$ cat src/sv/ggh_pkg.sv
package ggh_pkg;

    // pipeline geometry
    localparam int CORDIC_STEPS = 16;
    localparam int ARR_LAT      = 3;
    localparam int PIPE_LAT     = CORDIC_STEPS + 3;
    localparam int MOV_DLY      = PIPE_LAT - ARR_LAT;
    localparam int HD_DLY       = CORDIC_STEPS + 2;

    // datapath widths
    localparam int POS_W   = 32;
    localparam int D_W     = 33;
    localparam int XY_W    = 36;
    localparam int Z_W     = 25;
    localparam int HD_W    = 16;
    localparam int GAIN_W  = 16;
    localparam int SPD_W   = 24;
    localparam int BRG_W   = Z_W - 6;
    localparam int ERR_W   = BRG_W + 1;
    localparam int PROD_W  = ERR_W + GAIN_W + 1;
    localparam int ANG_W   = 16;
    localparam int CFG_W   = 32;
    localparam int IDX_W   = 3;

    localparam int ANG_FRAC = 20;
    localparam logic signed [Z_W-1:0] PI_Z = Z_W'(3294199);

    // register map
    localparam logic [IDX_W-1:0] REG_TARGET_X       = 3'd0;
    localparam logic [IDX_W-1:0] REG_TARGET_Y       = 3'd1;
    localparam logic [IDX_W-1:0] REG_GAIN           = 3'd2;
    localparam logic [IDX_W-1:0] REG_CRUISE_SPEED   = 3'd3;
    localparam logic [IDX_W-1:0] REG_ARRIVAL_RADIUS = 3'd4;

    // atan(2^-i) in units of 2^-20 rad
    function automatic logic signed [Z_W-1:0] atan_step(input int i);
        logic signed [Z_W-1:0] v;
        case (i)
            0: v = Z_W'(823550);
            1: v = Z_W'(486170);
            2: v = Z_W'(256879);
            3: v = Z_W'(130396);
            4: v = Z_W'(65451);
            5: v = Z_W'(32757);
            6: v = Z_W'(16383);
            7: v = Z_W'(8192);
            default: v = (i <= ANG_FRAC) ? Z_W'(1 << (ANG_FRAC - i)) : '0;
        endcase
        return v;
    endfunction

endpackage

$ cat src/sv/ggh_arrive.sv
module ggh_arrive
(
    input  logic                              clk,
    input  logic                              en,
    input  logic signed [ggh_pkg::D_W-1:0]    dx,
    input  logic signed [ggh_pkg::D_W-1:0]    dy,
    input  logic        [ggh_pkg::SPD_W-1:0]  radius,
    output logic                              moving
);

    logic [ggh_pkg::D_W-1:0]      adx;
    logic [ggh_pkg::D_W-1:0]      ady;
    logic                         big_reg;
    logic                         big2_reg;
    logic [ggh_pkg::SPD_W-1:0]    ax_reg;
    logic [ggh_pkg::SPD_W-1:0]    ay_reg;
    logic [ggh_pkg::SPD_W-1:0]    r_reg;
    logic [2*ggh_pkg::SPD_W-1:0]  sqx_reg;
    logic [2*ggh_pkg::SPD_W-1:0]  sqy_reg;
    logic [2*ggh_pkg::SPD_W-1:0]  rr_reg;
    logic                         moving_reg;

    // magnitudes of the offsets
    assign adx = dx[ggh_pkg::D_W-1] ? ggh_pkg::D_W'(-dx) : ggh_pkg::D_W'(dx);
    assign ady = dy[ggh_pkg::D_W-1] ? ggh_pkg::D_W'(-dy) : ggh_pkg::D_W'(dy);

    // coarse box test, then squares, then the sum compare
    always_ff @(posedge clk)
    begin
        if (en)
        begin
            big_reg    <= (adx > ggh_pkg::D_W'(radius)) || (ady > ggh_pkg::D_W'(radius));
            ax_reg     <= adx[ggh_pkg::SPD_W-1:0];
            ay_reg     <= ady[ggh_pkg::SPD_W-1:0];
            r_reg      <= radius;
            big2_reg   <= big_reg;
            sqx_reg    <= ax_reg * ax_reg;
            sqy_reg    <= ay_reg * ay_reg;
            rr_reg     <= r_reg * r_reg;
            moving_reg <= big2_reg ||
                          (({1'b0, sqx_reg} + {1'b0, sqy_reg}) > {1'b0, rr_reg});
        end
    end

    assign moving = moving_reg;

endmodule

$ cat config.mk
export PLATFORM = sky130hd
export DESIGN_NAME = ggh_arrive
export DESIGN_NICKNAME = d
export VERILOG_FILES = /design/src/sv/ggh_pkg.sv /design/src/sv/ggh_arrive.sv
export SDC_FILE = /design/constraint.sdc
export NUM_CORES = 2
export LEC_CHECK = 0
export ABC_CLOCK_PERIOD_IN_PS = 17100
export BUFFER_PORTS_ARGS = -buffer_cell sky130_fd_sc_hd__clkbuf_2
export CORE_MARGIN = 2
export CORE_UTILIZATION = 70
export CTS_CLUSTER_DIAMETER = 80
export CTS_CLUSTER_SIZE = 40
export DETAILED_ROUTE_END_ITERATION = 10
export PLACE_DENSITY = 0.87
export RECOVER_POWER = 100
export SYNTH_ARGS = -nofsm -noshare
export SYNTH_HDL_FRONTEND = slang
export SYNTH_SLANG_ARGS = --single-unit
$ cat constraint.sdc
create_clock -name clk -period 17.1 [get_ports clk]
set_input_delay 0.855 -clock clk [delete_from_list [all_inputs] [get_ports clk]]
set_output_delay 0.855 -clock clk [all_outputs]
set_load 0.01 [all_outputs]
==> reports/metrics.csv <==
metric,value,unit
Clock Skew,0.0484,ns
layout cell share with drive strength beyond 1,2.71,%
Synth Flop Type,edfxtp_1,
total die area,0.0885,mm2
fmax,0.101,GHz
DRT Pass-1 Iters,7,
largest net degree at the start of global routing,87,
vias in the first global route,48328,
CTS Hold Bufs,0,
"FFs w/ async S/R, synth",0,%
via count,43152,
"Design Area, Final",0.0627,mm2
final hold violation count,0,
Post-CTS Setup Bufs,0,
post-synthesis cell count,6319,
CTS H-tree depth,1,
dpl hpwl,122000,um
Least-Margin Pin Slew,4.46,ns
Worst Path Required,17.16,ns
Routed WL per cell,19.7,um
# nets final,8353,
Mapped Area,0.0603,mm2
GR met1 Demand/Resource,42.7,%
initial antenna violation count,6,
Initial Util,70.7,%
startpoint type of the worst setup path,primary input,
grt met3 use,6.58,%
global-route wire length before repair,244000,um
clk_lat worst skew,0.59,ns
"count leader, synth",inv_1,
I/O pin count,93,
CP arrival,9.93,ns
GRT Total Usage,35.0,%
Ys Warns,0,
Num CTS Buffers,18,
number of distinct library cells after synthesis,73,
clock sink count,216,
status,finished with violations,
worst hold slack,0.437,ns
Finished Layout Cells,7492,
syn_area_per_cell,9.54,um2
final worst path period share,57.7,%
Final Max Tran Viols,221,
"EDFF count, synth",216,
failing checks,"capacitance limit, slew limit",
Post-Place Cells,7451,
"Cell Chain, Critical Path",clkbuf_1 > clkbuf_1 > clkbuf_1,
CP max FO,86,
gr busiest metal,met2,
CP bufs+invs,3,
routability cong.,0.970,
CTS Root Buffer Type,clkbuf_16,
total gr overflow,0,
CTS tree,yes,
Synth top area share,42.1,%
CTS Buffer Depth,3,
row cnt,107,
setup repair after global routing missed its margin,false,
Slew Limit Headroom,-197,%
PortBufs,92,
Area contributors post-synth,"fa_1 42%, ha_1 14%, inv_1 12%",
syn_nets,8345,
post-layout min period,9.87,ns
post-CTS sizing,0,
Routed WL,147000,um
sequential fraction of the synthesis area,10.8,%
"antenna viol nets, final",0,
crit path max-delay cell type,clkbuf_1,
max cap viols,3,
1st-iter DRT viols,2878,
Fin Setup TNS,0,ns
core area,0.0853,mm2
fill cell count,5673,
die height,297,um
Worst-path clk slew,0.09,ns
Worst Hold Class,reg -> reg,
number of remaining DRC errors,0,
area of placed instances,0.0620,mm2
Crit path top cell by count,clkbuf_1,
synthesis-stage register bit count,216,
cell taking the most area after synthesis,fa_1,
CP Class,in -> reg,
Area Growth Syn to Fin,4.01,%
grt met2 use,59.1,%
CP top delay family,buffers and inverters,
crit-path max cell delay,3.26,ns
drt via density,5.76,
CP endpoint kind,flop,
final setup fails,0,
Post-synth top cells,"1876 x inv_1, 1267 x fa_1, 667 x ha_1",
die width,297,um
==> final cells by class <==
type,instances,area [um2],share of cell area (%)
diodes,9,22.5,0.0359
clock buffers,18,450,0.718
clock inverters,14,318,0.507
inverters,1876,7040,11.2
multi-input cells,4066,46100,73.5
flip-flops and latches,216,6490,10.3
well taps,1144,1430,2.28
repair buffers,149,841,1.34
==> metal layers <==
metal  wire length [um]  part of all wire, %  vias up
li1                   -                    -    19014
met1              53000                   36    21397
met2              71700                   49     2090
met3              13300                  9.0      641
met4               9390                  6.4       10
met5                 81                0.055        -
==> layout by cell type (no fill, tap or decap), drive strengths merged, types with 18 or more instances in the layout <==
| cell | n |
|---|---|
| inv | 1882 |
| fa | 1267 |
| ha | 667 |
| nand2 | 540 |
| and2 | 356 |
| edfxtp | 216 |
| xnor2 | 171 |
| a21oi | 169 |
| nor2 | 138 |
| a21o | 127 |
| o21ai | 115 |
| clkbuf | 112 |
| xor2 | 65 |
| buf | 55 |
| nor2b | 47 |
| nand3 | 37 |
| o21a | 36 |
| nor3 | 32 |
| nand2b | 26 |
| nand4 | 26 |
| a31oi | 19 |
| o31ai | 19 |
| or3 | 18 |
==> logic make-up after synthesis <==
group,count (synthesis),share of synthesized area [%]
XOR/XNOR,236,3.43
adder cells (fa/ha/maj),1934,55.9
multiplexers,9,0.158
AO/OA/AOI/OAI,598,6.40
buffers and inverters,2037,12.7
AND/OR/NAND/NOR,1289,10.6
flip-flops,216,10.8
==> stage by stage <==
| step | setup slack [ns] | utilization, % |
|---|---|---|
| final | 7.23 | 73.5 |
| after detailed placement | 8.63 | 72.7 |
| after global routing | 6.41 | 73.5 |
| after global placement | 8.77 | 72.7 |
| after CTS | 8.54 | 73.6 |
| after floorplan | 9.65 | - |
==> worst paths after layout <==
path | start | endpoint | slack, ns | depth (start not counted)
setup / recovery | en | r_reg[21] | 7.23 | 3
hold / removal | big_reg | big2_reg | 0.44 | 0
setup reg to reg | ax_reg[13] | sqx_reg[42] | 8.33 | 26
hold reg to reg | big_reg | big2_reg | 0.44 | 0
==> worst reg2reg max path: stages, from the launching register on <==
cell and delay [ns]:
edfxtp_1 1.08, nand2_1 0.25, inv_1 0.13, fa_1 0.43, fa_1 0.50, inv_1 0.06
fa_1 0.53, inv_1 0.07, fa_1 0.50, inv_1 0.05, fa_1 0.53, inv_1 0.05
fa_1 0.48, inv_1 0.05, fa_1 0.47, inv_1 0.04, ha_1 0.35, o21a_1 0.23
or2_2 0.31, and4_1 0.20, and4_1 0.20, o311ai_0 0.81, a31oi_1 0.32, nor4_1 0.37
o41ai_1 0.18, a21oi_1 0.23, xnor2_1 0.10
Power is not shown: default switching activity piles up to over one toggle a cycle in this logic, so the estimate is an artifact.
