[config.mk]
export PLATFORM = sky130hd
export DESIGN_NAME = ggh_cordic
export DESIGN_NICKNAME = d
export VERILOG_FILES = /design/src/sv/ggh_pkg.sv /design/src/sv/ggh_cordic.sv
export SDC_FILE = /design/constraint.sdc
export NUM_CORES = 2
export LEC_CHECK = 0
export CORE_ASPECT_RATIO = 0.7
export CORE_UTILIZATION = 28
export CTS_CLUSTER_DIAMETER = 200
export DETAILED_ROUTE_END_ITERATION = 7
export DONT_BUFFER_PORTS = 1
export PLACE_DENSITY = 0.52
export SYNTH_ARGS = -nofsm -noshare
export SYNTH_HDL_FRONTEND = slang
export SYNTH_SLANG_ARGS = --single-unit
[constraint.sdc]
create_clock -name clk -period 4.6 [get_ports clk]
set_input_delay 0.23 -clock clk [delete_from_list [all_inputs] [get_ports clk]]
set_output_delay 0.23 -clock clk [all_outputs]
set_load 0.05 [all_outputs]
[src/sv/ggh_pkg.sv]
package ggh_pkg;

    // pipeline geometry
    localparam int CORDIC_STEPS = 16;
    localparam int ARR_LAT      = 3;
    localparam int PIPE_LAT     = CORDIC_STEPS + 3;
    localparam int MOV_DLY      = PIPE_LAT - ARR_LAT;
    localparam int HD_DLY       = CORDIC_STEPS + 2;

    // datapath widths
    localparam int POS_W   = 32;
    localparam int D_W     = 33;
    localparam int XY_W    = 36;
    localparam int Z_W     = 25;
    localparam int HD_W    = 16;
    localparam int GAIN_W  = 16;
    localparam int SPD_W   = 24;
    localparam int BRG_W   = Z_W - 6;
    localparam int ERR_W   = BRG_W + 1;
    localparam int PROD_W  = ERR_W + GAIN_W + 1;
    localparam int ANG_W   = 16;
    localparam int CFG_W   = 32;
    localparam int IDX_W   = 3;

    localparam int ANG_FRAC = 20;
    localparam logic signed [Z_W-1:0] PI_Z = Z_W'(3294199);

    // register map
    localparam logic [IDX_W-1:0] REG_TARGET_X       = 3'd0;
    localparam logic [IDX_W-1:0] REG_TARGET_Y       = 3'd1;
    localparam logic [IDX_W-1:0] REG_GAIN           = 3'd2;
    localparam logic [IDX_W-1:0] REG_CRUISE_SPEED   = 3'd3;
    localparam logic [IDX_W-1:0] REG_ARRIVAL_RADIUS = 3'd4;

    // atan(2^-i) in units of 2^-20 rad
    function automatic logic signed [Z_W-1:0] atan_step(input int i);
        logic signed [Z_W-1:0] v;
        case (i)
            0: v = Z_W'(823550);
            1: v = Z_W'(486170);
            2: v = Z_W'(256879);
            3: v = Z_W'(130396);
            4: v = Z_W'(65451);
            5: v = Z_W'(32757);
            6: v = Z_W'(16383);
            7: v = Z_W'(8192);
            default: v = (i <= ANG_FRAC) ? Z_W'(1 << (ANG_FRAC - i)) : '0;
        endcase
        return v;
    endfunction

endpackage

[src/sv/ggh_cordic.sv]
module ggh_cordic
(
    input  logic                              clk,
    input  logic                              en,
    input  logic signed [ggh_pkg::D_W-1:0]    dx,
    input  logic signed [ggh_pkg::D_W-1:0]    dy,
    output logic signed [ggh_pkg::Z_W-1:0]    z
);

    logic signed [ggh_pkg::XY_W-1:0] x_reg [0:ggh_pkg::CORDIC_STEPS];
    logic signed [ggh_pkg::XY_W-1:0] y_reg [0:ggh_pkg::CORDIC_STEPS];
    logic signed [ggh_pkg::Z_W-1:0]  z_reg [0:ggh_pkg::CORDIC_STEPS];
    logic signed [ggh_pkg::XY_W-1:0] dxe;
    logic signed [ggh_pkg::XY_W-1:0] dye;

    assign dxe = ggh_pkg::XY_W'(dx);
    assign dye = ggh_pkg::XY_W'(dy);

    always_ff @(posedge clk)
    begin
        if (en)
        begin
            // fold the left half plane onto the right, preload +-pi
            if (dx[ggh_pkg::D_W-1])
            begin
                x_reg[0] <= -dxe;
                y_reg[0] <= -dye;
                z_reg[0] <= dy[ggh_pkg::D_W-1] ? -ggh_pkg::PI_Z : ggh_pkg::PI_Z;
            end
            else
            begin
                x_reg[0] <= dxe;
                y_reg[0] <= dye;
                z_reg[0] <= '0;
            end
            // one vectoring micro-rotation per stage
            for (int i = 0; i < ggh_pkg::CORDIC_STEPS; i++)
            begin
                if (!y_reg[i][ggh_pkg::XY_W-1])
                begin
                    x_reg[i+1] <= x_reg[i] + (y_reg[i] >>> i);
                    y_reg[i+1] <= y_reg[i] - (x_reg[i] >>> i);
                    z_reg[i+1] <= z_reg[i] + ggh_pkg::atan_step(i);
                end
                else
                begin
                    x_reg[i+1] <= x_reg[i] - (y_reg[i] >>> i);
                    y_reg[i+1] <= y_reg[i] + (x_reg[i] >>> i);
                    z_reg[i+1] <= z_reg[i] - ggh_pkg::atan_step(i);
                end
            end
        end
    end

    assign z = z_reg[ggh_pkg::CORDIC_STEPS];

endmodule

==> metrics.cfg <==
[critical_path]
worst_setup_path_startpoint = y_reg[5][15]
crit_arrival_ns = 5.63
required_ns = 5.17
timing.critical_path.cells = or4_4 > nor4_4 > nand3b_1 > nor4_2 > nand2b_1 > or3_4 > o21ai_4 > xor2_2 > ha_4 > buf_4 > o21ai_0 > nand2b_1 > a211oi_2 > o41a_1 > o211ai_1 > buf_4 > a31o_2 > a21oi_4 > xnor2_4
cp.buffers_inverters = 2
worst_setup_path_start_kind = flip-flop
r2r_cells = 19
slowest_delay_ns = 0.56
crit_type = flip-flop to flip-flop
worstSetupEndpointType = flip-flop
ff2ff_setup_slack_ns = -0.46
worst_setup_path_endpoint = x_reg[6][34]
timing.rr.start = y_reg[5][15]
slowest_stage = or4_4
crit_path_max_fanout = 4
regToRegEndpoint = x_reg[6][34]
cpLargestDelayFamily = simple AND/OR/NAND/NOR gates
logic_depth_of_the_worst_path_buffers_included = 19

[timing]
hold_viol = 0
finalCritPeriodShare_pct = 110
max_slew_violation_count = 0
finalSetupViolations = 28
achievable-frequency_ghz = 0.198
timing_worst_slew_pin_value_ns = 1.06
min_period_ns = 5.06
timing.final.ws_setup_ns = -0.459
finClkSkew_ns = 0.0774
max-slew-margin-rel_pct = 29.0
setup_repair_after_global_routing_missed_its_margin = yes

[routing]
drt_drc_violations_left = 0
ant_nets = 0
first_iter_violations = 9112
vias = 112000
detail_route.vias_per_cell = 4.91
routed_wire_length_per_instance_um = 18.5
drt-pass1-iter-count = 6
drt_wl_total_um = 422000

[placed_design]
placement.io_buffers = 0
dp_wirelength_um = 334000
placed_cells = 22200
place.gp.congestion = 0.908

[flow_run]
max_cap_viol_count = 0

[synth]
combinational_family_with_the_most_area_after_synthesis = compound AO/OA/AOI/OAI gates
yosysTopAreaCell = edfxtp_1
synth_ff_type = edfxtp_1
postSynth.asyncResetShare_pct = 0
synth.ff_latch_count = 1468
synth-compound-area-share_pct = 20.0
synth_top_cell_area_share_pct = 35.4
synthesis.yosys.warnings = 0
syn-instance-count = 13200
yosys.area_share.simple_pct = 13.8
synthAdderAreaFrac_pct = 14.5
synth_enable_flop_cells = 1468
synthDistinctLibCells = 94
synth_sequential_area_ratio_pct = 35.4
muxShareOfSynthArea_pct = 0.514
post_synthesis_net_count = 14700
synth-xor-area-share_pct = 13.3
syn-mean-instance-area_sq_um = 9.44
synth_area_leaders = edfxtp_1 (35%), ha_1 (14%), xnor2_1 (8.2%), a21oi_1 (5.3%), xor2_1 (5.0%)
post_synthesis_cell_area_sq_um = 124000

[die]
initial_utilization_pct = 28.2
fp.dieH_um = 560
die_width_um = 799
core_sq_um = 442000
ios = 93
die-area_sq_um = 447000
rows = 204

[clocking]
htreeDepth = 4
clock_buffer_count_from_cts = 170
clock_sink_count = 1468
cts_tree = yes
max-clock-path-buffers = 4
clock_insertion_delay_worst_skew_ns = 0.90
clkTransAtPathRegs_ns = 0.06
clk_root_buffer_cell = clkbuf_16

[hold_path]
hold_path_class = input pin to flip-flop

[global_routing]
grt_util_all_layers_pct = 17.9
grt_pass1_vias = 105000
use_met3_pct = 2.95
grt_pass1_wl_um = 633000
grt_antenna_before_repair = 25
overflow = 0
largest_net_degree_at_the_start_of_global_routing = 195
global_route.peak_usage_layer = met1
gr-usage-met1_pct = 29.5
met2_usage_pct = 24.1

[final_layout]
largest_register_ffs = 541
drive_gt1_share_pct = 28.1
nNetsFinal = 18300
area_growth_syn_to_layout_pct = 37.3
num-fill-cells = 43800
finish.cell_count_without_fillers = 22900

[outcome]
status = finished, violations left
failed_checks = setup timing

==> synth_stat cells, drive strengths merged (206+ instances only) <==
master / number
a21o: 529
a21oi: 1313
clkbuf: 240
edfxtp: 1468
ha: 1361
inv: 550
nand2: 820
nand2b: 216
nand3: 206
nor2: 1051
nor2b: 208
nor3: 306
o21ai: 885
xnor2: 1171
xor2: 716
==> worst register-to-register path, stage by stage, from the launching register on <==
cell      delay, ns
edfxtp_1       0.42
or4_4          0.56
nor4_4         0.18
nand3b_1       0.19
nor4_2         0.30
nand2b_1       0.17
or3_4          0.38
o21ai_4        0.17
xor2_2         0.24
ha_4           0.26
buf_4          0.15
o21ai_0        0.08
nand2b_1       0.09
a211oi_2       0.24
o41a_1         0.34
o211ai_1       0.11
buf_4          0.16
a31o_2         0.23
a21oi_4        0.21
xnor2_4        0.25
==> worst min-delay path by stage <==
stage	slack [ns]	start	endpoint	depth (start not counted)
floorplan	0.33	dx[0]	x_reg[0][0]	0
global placement	0.33	dx[0]	x_reg[0][0]	0
detailed placement	0.33	dx[0]	x_reg[0][0]	0
CTS	0.004	dx[3]	x_reg[0][8]	5
global route	0.03	en	y_reg[8][24]	2
finish	0.07	en	x_reg[12][12]	2
==> cell families (layout without fill, tap and decap cells) <==
kind of cell / after synthesis / count (layout)
compound gates: 3989 / 3989
simple gates: 3540 / 3540
xor+xnor: 1887 / 1887
flops: 1468 / 1468
fa+ha+maj: 1409 / 1409
buf+inv: 828 / 4614
mux: 61 / 61
other cells: 0 / 13
==> area by class of cell <==
| type | instances | area, sq um | share of cell area [%] |
|---|---|---|---|
| timing repair buffer | 3751 | 29400 | 17.2 |
| clock inverter | 114 | 1360 | 0.795 |
| antenna | 13 | 32.5 | 0.0190 |
| clock buffer | 189 | 4370 | 2.56 |
| sequential | 1468 | 44100 | 25.8 |
| tap | 5871 | 7350 | 4.30 |
| multi-input combinational | 10900 | 82200 | 48.1 |
| inverter | 560 | 2110 | 1.23 |
==> layer usage <==
layer  share of wire (%)  wire length [um]
met5               0.014                58
met4                 1.5              6390
met3                 6.8             28700
met2                  38            161000
met1                  53            225000
==> through the flow <==
step,hold WS [ns],setup slack (ns),setup TNS (ns),utilization [%],cell area [sq um]
after CTS,0.00378,-0.438,-4.85,37.8,167000
after detailed placement,0.330,-3.51,-1030.35,35.5,157000
after global placement,0.330,-3.60,-1021.30,35.5,157000
after global routing,0.0298,-0.608,-13.93,38.7,171000
after floorplan,0.329,0.00963,0,-,125000
final,0.0717,-0.459,-5.08,38.7,171000
==> placed cells by master, fill, tap and decap left out, types with 89 or more instances in the layout <==
master	count
clkbuf_16	177
nor2_1	1015
a21oi_1	1193
o21ai_1	98
nand2_1	779
nor2b_1	196
a31oi_1	113
o21bai_1	155
inv_1	534
xnor2_1	1130
ha_1	1332
nand2b_1	209
o31ai_1	112
o21ai_0	737
nand3_1	187
nand4_1	102
dlygate4sd3_1	117
edfxtp_1	1468
o21a_1	188
a21o_1	529
nor3_1	255
buf_4	3536
a21oi_2	111
xor2_1	687
or3_1	109
a211oi_1	93
and3_1	89
==> repair_timing <==
action,4_1_cts,5_1_grt
endpoints found under the hold margin,186,0
setup endpoints to repair,548,270
buffers inserted,89,123
pin swaps,243,427
cloned,11,5
hold buffers,121,0
gates resized for setup,415,704
Power is not shown: default switching activity piles up to over one toggle a cycle in this logic, so the estimate is an artifact.
