$ cat src/sv/ggh_pkg.sv
package ggh_pkg;

    // pipeline geometry
    localparam int CORDIC_STEPS = 16;
    localparam int ARR_LAT      = 3;
    localparam int PIPE_LAT     = CORDIC_STEPS + 3;
    localparam int MOV_DLY      = PIPE_LAT - ARR_LAT;
    localparam int HD_DLY       = CORDIC_STEPS + 2;

    // datapath widths
    localparam int POS_W   = 32;
    localparam int D_W     = 33;
    localparam int XY_W    = 36;
    localparam int Z_W     = 25;
    localparam int HD_W    = 16;
    localparam int GAIN_W  = 16;
    localparam int SPD_W   = 24;
    localparam int BRG_W   = Z_W - 6;
    localparam int ERR_W   = BRG_W + 1;
    localparam int PROD_W  = ERR_W + GAIN_W + 1;
    localparam int ANG_W   = 16;
    localparam int CFG_W   = 32;
    localparam int IDX_W   = 3;

    localparam int ANG_FRAC = 20;
    localparam logic signed [Z_W-1:0] PI_Z = Z_W'(3294199);

    // register map
    localparam logic [IDX_W-1:0] REG_TARGET_X       = 3'd0;
    localparam logic [IDX_W-1:0] REG_TARGET_Y       = 3'd1;
    localparam logic [IDX_W-1:0] REG_GAIN           = 3'd2;
    localparam logic [IDX_W-1:0] REG_CRUISE_SPEED   = 3'd3;
    localparam logic [IDX_W-1:0] REG_ARRIVAL_RADIUS = 3'd4;

    // atan(2^-i) in units of 2^-20 rad
    function automatic logic signed [Z_W-1:0] atan_step(input int i);
        logic signed [Z_W-1:0] v;
        case (i)
            0: v = Z_W'(823550);
            1: v = Z_W'(486170);
            2: v = Z_W'(256879);
            3: v = Z_W'(130396);
            4: v = Z_W'(65451);
            5: v = Z_W'(32757);
            6: v = Z_W'(16383);
            7: v = Z_W'(8192);
            default: v = (i <= ANG_FRAC) ? Z_W'(1 << (ANG_FRAC - i)) : '0;
        endcase
        return v;
    endfunction

endpackage

$ cat src/sv/ggh_cmd.sv
module ggh_cmd
(
    input  logic                               clk,
    input  logic                               en,
    input  logic signed [ggh_pkg::Z_W-1:0]     z,
    input  logic signed [ggh_pkg::HD_W-1:0]    hd,
    input  logic        [ggh_pkg::GAIN_W-1:0]  gain,
    output logic signed [ggh_pkg::ANG_W-1:0]   angular
);

    localparam int SUM_W = ggh_pkg::PROD_W + 1;
    localparam int W_W   = SUM_W - 8;

    logic signed [ggh_pkg::Z_W:0]        zr;
    logic signed [ggh_pkg::BRG_W-1:0]    brg;
    logic signed [ggh_pkg::ERR_W-1:0]    err;
    logic signed [ggh_pkg::PROD_W-1:0]   p_reg;
    logic signed [SUM_W-1:0]             ps;
    logic signed [W_W-1:0]               w;
    logic signed [ggh_pkg::ANG_W-1:0]    ang_reg;

    // bearing to Q3.13 with rounding, error, gain product
    assign zr  = (ggh_pkg::Z_W+1)'(z) + (ggh_pkg::Z_W+1)'(64);
    assign brg = zr[ggh_pkg::Z_W:7];
    assign err = ggh_pkg::ERR_W'(brg) - ggh_pkg::ERR_W'(hd);

    // round Q.21 to Q3.13 and saturate
    assign ps = SUM_W'(p_reg) + SUM_W'(128);
    assign w  = ps[SUM_W-1:8];

    always_ff @(posedge clk)
    begin
        if (en)
        begin
            p_reg <= ggh_pkg::PROD_W'(err) * $signed({1'b0, gain});
            if (w > W_W'(32767))
                ang_reg <= 16'sh7fff;
            else if (w < -W_W'(32768))
                ang_reg <= 16'sh8000;
            else
                ang_reg <= w[ggh_pkg::ANG_W-1:0];
        end
    end

    assign angular = ang_reg;

endmodule

$ cat config.mk
export PLATFORM = sky130hd
export DESIGN_NAME = ggh_cmd
export DESIGN_NICKNAME = d
export VERILOG_FILES = /design/src/sv/ggh_pkg.sv /design/src/sv/ggh_cmd.sv
export SDC_FILE = /design/constraint.sdc
export NUM_CORES = 1
export LEC_CHECK = 0
export BUFFER_PORTS_ARGS = -buffer_cell sky130_fd_sc_hd__buf_2
export CAP_MARGIN = 5
export CORE_MARGIN = 5
export CORE_UTILIZATION = 64
export CTS_CLUSTER_DIAMETER = 50
export DETAILED_ROUTE_END_ITERATION = 12
export PLACE_DENSITY = 0.83
export SKIP_CTS_REPAIR_TIMING = 1
export SYNTH_ARGS = -nofsm -noshare
export SYNTH_HDL_FRONTEND = slang
export SYNTH_SLANG_ARGS = --single-unit
$ cat constraint.sdc
create_clock -name clk -period 12.65 [get_ports clk]
set_input_delay 2.53 -clock clk [delete_from_list [all_inputs] [get_ports clk]]
set_output_delay 2.53 -clock clk [all_outputs]
set_load 0.03 [all_outputs]
==> run_results.csv, run 1 <==
group,metric,value,unit
worst_setup_path,cp.arrival,11.71,ns
global_route,grt_first_pass_wirelength,60.85,mm
worst_setup_path,cp_common_cell,"sky130_fd_sc_hd__fa_1",
global_route,gr-usage-met1,34.90,%
die,die_w,164.5,um
finish,largest_register_ffs,30,
timing,setup_violations,0,
yosys,synth_enable_flop_cells,46,
yosys,yosysSeqAreaShare,9.037,%
yosys,ys_dominant_reg_cell,"sky130_fd_sc_hd__edfxtp_1",
worst_setup_path,startpoint_type,"input pin",
worst_setup_path,worstSetupPathType,"in2reg",
placement,portBuffers,68,
yosys,synth-async-reset-ratio,0,%
worst_setup_path,cp-endpoint,"p_reg[36]$_DFFE_PP_",
finish,fin_nets,2199,
die,design.core.area,23470,um^2
global_route,gr-usage-all-layers,28.07,%
detailed_routing,detail-route-antenna-nets,0,
timing,finalHoldViolations,0,
run_status,outcome,"finished clean",
worst_setup_path,critical_path_depth,32,
timing,maxClockFrequency,85.53,MHz
detailed_routing,wl_per_cell,17.19,um
detailed_routing,finalWirelength,34.96,mm
clock_tree,cts_inserted_buffers,5,
yosys,cell_count_after_synthesis,1685,
worst_setup_path,timing.critical_path.fanout_max,16,
finish,final_layout_size_suffix_gt1_share,6.531,%
finish,final.fill_count,1814,
clock_tree,clk_root_buffer_cell,"sky130_fd_sc_hd__clkbuf_16",
global_route,groute.layer.met2.usage,49.14,%
yosys,synth.yosys.warnings,0,
timing,holdWs,0.6852,ns
worst_setup_path,rr_startpoint,"p_reg[8]$_DFFE_PP_",
timing,setup-tns-final,0,ns
worst_setup_path,worst_setup_path_startpoint,"z[8]",
timing,worst_slew_pin_slew,0.9972,ns
worst_hold_path,hp-class,"reg2reg",
finish,antennaDiodeCount,0,
placement,finalWeightedCongestion,0.9021,
clock_tree,clk_latency,0.29,ns
clock_tree,ctsLongestPathBuffers,2,
timing,rsz0062_at_grt,"false",
die,pin_count,75,
yosys,synth.lib_cells_used.distinct,69,
timing,timing.slew.headroom,33.52,%
worst_setup_path,cpMaxStageDelayCell,"sky130_fd_sc_hd__nor2_1",
global_route,grtUsageMet3,4.467,%
worst_setup_path,setup.reg_to_reg.worst_slack,8.96,ns
timing,min_period,11.69,ns
flow_run,drv.max_cap_violation_count,0,
worst_setup_path,critical_path.endpoint_type,"register",
detailed_routing,drc_errors,0,
yosys,post_synth.cell_area_avg,9.072,um^2
worst_setup_path,path_buf_inv,4,
finish,sequential_cell_area,1381,um^2
die,dieArea,27080,um^2
finish,syn2layout_area_growth,5.092,%
worst_setup_path,slowest_delay,0.74,ns
die,initial_core_utilization,65.12,%
clock_tree,htreeDepth,2,
yosys,yosys_register_bits,46,
yosys,syn-cell-area,15290,um^2
die,floorplan.die.height,164.5,um
global_route,antenna_found_initial,0,
clock_tree,worst_setup_hold_path_clk_slew,0.06,ns
worst_setup_path,crit_required,12.67,ns
global_route,globalRoute.totalOverflow,0,
placement,place.detailed.hpwl,28.24,mm
die,std_cell_rows,56,
worst_setup_path,reg2reg_depth,9,
yosys,mappedNetlistNets,2170,
detailed_routing,routed-via-count,11631,
finish,multi_input_comb_area,12120,um^2
timing,finalClockSkew,0.005000,ns
global_route,pin_count_of_the_biggest_net_entering_global_routing,47,
worst_setup_path,r2r_end,"angular[6]$_SDFFCE_PN1P_",
clock_tree,cts_num_sinks,46,
global_route,globalRoute.busiestLayer,"met2",
detailed_routing,viasPerCell,5.718,
timing,slew_violations,0,
detailed_routing,detail_route.first_pass.iterations,5,
clock_tree,tritoncts,"built",
detailed_routing,detailedRoute.firstIterationViolations,826,
timing,final_min_period_over_clock_period,92.43,%
worst_setup_path,path_delay_family,"adder cells",
global_route,number_of_global_route_vias_before_repair,12934,
==> metal layers <==
layer	vias up	wire length [um]
met1	5799	13100
met3	117	2690
met4	0	1524
met5	-	0
met2	487	17640
li1	5228	-
==> cell usage in the layout, fill, tap and decap left out, types with 18 or more instances in the layout <==
cell and instances:
sky130_fd_sc_hd__a21oi_1 53, sky130_fd_sc_hd__and2_1 119, sky130_fd_sc_hd__inv_1 405, sky130_fd_sc_hd__nor2_1 34, sky130_fd_sc_hd__buf_2 68, sky130_fd_sc_hd__edfxtp_1 46
sky130_fd_sc_hd__fa_1 314, sky130_fd_sc_hd__xor2_1 33, sky130_fd_sc_hd__nand3_1 28, sky130_fd_sc_hd__nand2_1 201, sky130_fd_sc_hd__xnor2_1 53, sky130_fd_sc_hd__ha_1 112
sky130_fd_sc_hd__o21ai_0 18, sky130_fd_sc_hd__buf_4 21
==> metrics by stage <==
stage	instances	setup WS (ns)	cell area, um^2	util [%]
after floorplan	1685	1.794	15290	-
after global placement	2026	0.9767	15920	67.83
after detailed placement	2026	0.7682	15920	67.83
after CTS	2034	1.039	16060	68.44
after global routing	2034	0.3497	16060	68.44
final	2034	0.9577	16060	68.44
==> synthesized netlist by cell type, types with 5 or more instances <==
cell type	instances	area share, %
sky130_fd_sc_hd__xnor2_1	53	3.0
sky130_fd_sc_hd__o311ai_0	10	0.57
sky130_fd_sc_hd__edfxtp_1	46	9.0
sky130_fd_sc_hd__and3_1	17	0.70
sky130_fd_sc_hd__nor2_1	34	0.83
sky130_fd_sc_hd__a31oi_1	7	0.29
sky130_fd_sc_hd__a21o_1	11	0.54
sky130_fd_sc_hd__o21ai_0	18	0.59
sky130_fd_sc_hd__nor2b_1	16	0.65
sky130_fd_sc_hd__clkbuf_1	62	1.5
sky130_fd_sc_hd__fa_1	314	41
sky130_fd_sc_hd__nand4_1	16	0.65
sky130_fd_sc_hd__nor3_1	12	0.39
sky130_fd_sc_hd__ha_1	112	9.2
sky130_fd_sc_hd__nand3_1	28	0.92
sky130_fd_sc_hd__inv_1	405	9.9
sky130_fd_sc_hd__o21a_1	16	0.79
sky130_fd_sc_hd__and2_1	119	4.9
sky130_fd_sc_hd__nand2b_1	9	0.37
sky130_fd_sc_hd__o311a_1	7	0.46
sky130_fd_sc_hd__nor4_1	5	0.20
sky130_fd_sc_hd__nand2_1	201	4.9
sky130_fd_sc_hd__or3_1	6	0.25
sky130_fd_sc_hd__xor2_1	33	1.9
sky130_fd_sc_hd__a21oi_1	53	1.7
==> worst min-delay path by stage <==
stage,from,to,slack (ns),cells past startpoint
floorplan,p_reg[36]$_DFFE_PP_,angular[15]$_SDFFCE_PN0P_,0.60,2
detailed placement,p_reg[17]$_DFFE_PP_,angular[9]$_SDFFCE_PN1P_,0.68,2
global route,p_reg[36]$_DFFE_PP_,angular[15]$_SDFFCE_PN0P_,0.74,2
finish,p_reg[36]$_DFFE_PP_,angular[15]$_SDFFCE_PN0P_,0.69,2
global placement,p_reg[36]$_DFFE_PP_,angular[15]$_SDFFCE_PN0P_,0.66,2
CTS,p_reg[36]$_DFFE_PP_,angular[15]$_SDFFCE_PN0P_,0.68,2
==> tightest hold or removal path, stage by stage (launching register included) <==
cell and delay, ns:
sky130_fd_sc_hd__edfxtp_1 0.35, sky130_fd_sc_hd__nand2_1 0.15, sky130_fd_sc_hd__inv_1 0.09
==> final cells by class <==
type,instances,share of cell area [%]
Inverter,405,9.463
Clock inverter,2,0.08568
Multi-Input combinational cell,1167,75.47
Timing Repair Buffer,89,3.100
Sequential cell,46,8.599
Clock buffer,6,0.8022
Tap cell,319,2.485
==> cell families (layout without fill, tap and decap cells) <==
group / after synthesis / count (layout) / share of synthesized area, %
fa+ha+maj: 430 / 430 / 50.55
xor+xnor: 86 / 86 / 4.928
compound gates: 160 / 160 / 7.261
buf+inv: 472 / 502 / 11.70
simple gates: 489 / 489 / 16.38
flops: 46 / 46 / 9.037
mux: 2 / 2 / 0.1391
Power of run 1 is left out: the tool's default activity adds up to more than one toggle a clock period on the data nets, which glitch-free logic cannot reach.
==> run 2, diff against run 1 <==
--- a/config.mk
+++ b/config.mk
@@ -8,10 +8,9 @@
 export BUFFER_PORTS_ARGS = -buffer_cell sky130_fd_sc_hd__buf_2
 export CAP_MARGIN = 5
 export CORE_MARGIN = 5
-export CORE_UTILIZATION = 64
+export CORE_UTILIZATION = 32
 export CTS_CLUSTER_DIAMETER = 50
 export DETAILED_ROUTE_END_ITERATION = 12
-export PLACE_DENSITY = 0.83
 export SKIP_CTS_REPAIR_TIMING = 1
 export SYNTH_ARGS = -nofsm -noshare
 export SYNTH_HDL_FRONTEND = slang
==> run 2 against run 1 <==
Against the previous run:
- first-iteration DRC count decreased by 33%
- die area increased by 93%
- final cell count increased by 14%
- critical path type unchanged
- critical endpoint unchanged
==> run_results.csv, run 2 (synthesis gave the netlist of run 1 again) <==
group,metric,value,unit
run_status,outcome,"finished clean",
finish,final.fill_count,4786,
finish,final_layout_size_suffix_gt1_share,6.600,%
clock_tree,tritoncts,"built",
finish,final_common_cell,"sky130_fd_sc_hd__inv_1",
global_route,number_of_global_route_vias_before_repair,12571,
die,pin_count,75,
die,floorplan.die.height,228.6,um
worst_setup_path,crit_required,12.68,ns
timing,slew_violations,0,
worst_setup_path,critical_path.endpoint_type,"register",
finish,largest_register_ffs,30,
timing,final_min_period_over_clock_period,91.64,%
timing,maxClockFrequency,86.27,MHz
global_route,gr-usage-all-layers,14.64,%
placement,place.detailed.hpwl,29.94,mm
global_route,globalRoute.totalOverflow,0,
clock_tree,clk_latency,0.29,ns
detailed_routing,viasPerCell,4.881,
detailed_routing,detail-route-antenna-nets,0,
worst_setup_path,cpMaxStageDelayCell,"sky130_fd_sc_hd__nor2_1",
clock_tree,cts_num_sinks,46,
timing,finalHoldViolations,0,
die,initial_core_utilization,32.15,%
worst_setup_path,worstSetupPathType,"in2reg",
worst_setup_path,reg2reg_depth,9,
detailed_routing,detail_route.first_pass.iterations,5,
timing,setup-tns-final,0,ns
worst_hold_path,worst_hold_path.num_cells,2,
detailed_routing,detailedRoute.firstIterationViolations,552,
worst_setup_path,startpoint_type,"input pin",
finish,commonest_cells_after_routing_fill_and_taps_aside,"sky130_fd_sc_hd__inv_1 (405), sky130_fd_sc_hd__fa_1 (314), sky130_fd_sc_hd__nand2_1 (201)",
timing,min_period,11.59,ns
timing,rsz0062_at_grt,"false",
clock_tree,clk_root_buffer_cell,"sky130_fd_sc_hd__clkbuf_16",
die,std_cell_rows,80,
placement,portBuffers,68,
clock_tree,htreeDepth,2,
detailed_routing,routed-via-count,11363,
global_route,antenna_found_initial,2,
detailed_routing,drc_errors,0,
finish,syn2layout_area_growth,7.727,%
timing,holdWs,0.7103,ns
timing,timing.slew.headroom,25.44,%
placement,dpl.cell_count,2319,
worst_setup_path,cp.arrival,11.62,ns
worst_setup_path,slowest_delay,0.75,ns
flow_run,drv.max_cap_violation_count,0,
die,design.core.area,47550,um^2
finish,multi_input_comb_area,12150,um^2
worst_hold_path,hp-class,"reg2reg",
finish,layoutNonFillerInstCount,2328,
global_route,pin_count_of_the_biggest_net_entering_global_routing,47,
timing,worst_slew_pin_slew,1.113,ns
detailed_routing,finalWirelength,37.10,mm
placement,finalWeightedCongestion,0.8589,
timing,setup_violations,0,
finish,fin_nets,2196,
clock_tree,cts_inserted_buffers,5,
clock_tree,worst_setup_hold_path_clk_slew,0.07,ns
detailed_routing,wl_per_cell,15.94,um
finish,sequential_cell_area,1381,um^2
die,dieArea,52240,um^2
timing,finalClockSkew,0.008012,ns
global_route,grt_first_pass_wirelength,63.71,mm
clock_tree,ctsLongestPathBuffers,2,
worst_setup_path,timing.critical_path.fanout_max,16,
die,die_w,228.6,um
worst_setup_path,cp_common_cell,"sky130_fd_sc_hd__fa_1",
-- run 2: changes by cell type in the layout (fill, tap and decap cells not counted), sizes merged --
cell    previous run  this run
diode              0         1
clkinv             2         0
inv              405       407
bufinv             0         1
clkbuf             6         5
buf               89        86
-- run 2: per-layer routing --
layer  vias up  routed length [um]  track usage, %
met5         -                  12               0
met4         2                 629           2.874
met3        42                1598           1.826
met2       233               19220           26.54
met1      5877               15640           18.89
li1       5209                   -               -
-- run 2: worst max-delay path, delay by kind of cell --
kind / cells / cell delay, ns
adder cells (fa/ha/maj): 8 / 3.58
AO/OA/AOI/OAI: 12 / 3.08
AND/OR/NAND/NOR: 6 / 1.77
buffers and inverters: 5 / 0.33
XOR/XNOR: 2 / 0.32
-- run 2: cell type report --
| type | instances | area share, % |
|---|---|---|
| Multi-Input combinational cell | 1167 | 73.76 |
| Inverter | 405 | 9.232 |
| Sequential cell | 46 | 8.388 |
| Tap cell | 615 | 4.673 |
| Timing Repair Buffer | 86 | 2.887 |
| Clock buffer | 5 | 0.7598 |
| Clock inverter | 3 | 0.2887 |
| Antenna cell | 1 | 0.01520 |
-- run 2: path summary, 6_finish.rpt --
path,start,to,slack [ns]
setup reg to reg,p_reg[7]$_DFFE_PP_,angular[4]$_SDFFCE_PN1P_,8.96
hold / removal,p_reg[36]$_DFFE_PP_,angular[15]$_SDFFCE_PN0P_,0.71
hold reg to reg,p_reg[36]$_DFFE_PP_,angular[15]$_SDFFCE_PN0P_,0.71
setup / recovery,z[8],p_reg[36]$_DFFE_PP_,1.06
-- run 2: through the flow --
step           cell area [um^2]  util (%)  setup slack, ns
2_1_floorplan             15290         -            1.794
3_3_place_gp              16290     34.27           0.8122
3_5_place_dp              16290     34.27           0.7089
4_1_cts                   16460     34.63            1.017
5_1_grt                   16470     34.63           0.2553
6_report                  16470     34.63            1.058
Power of run 2 is left out for the same reason.
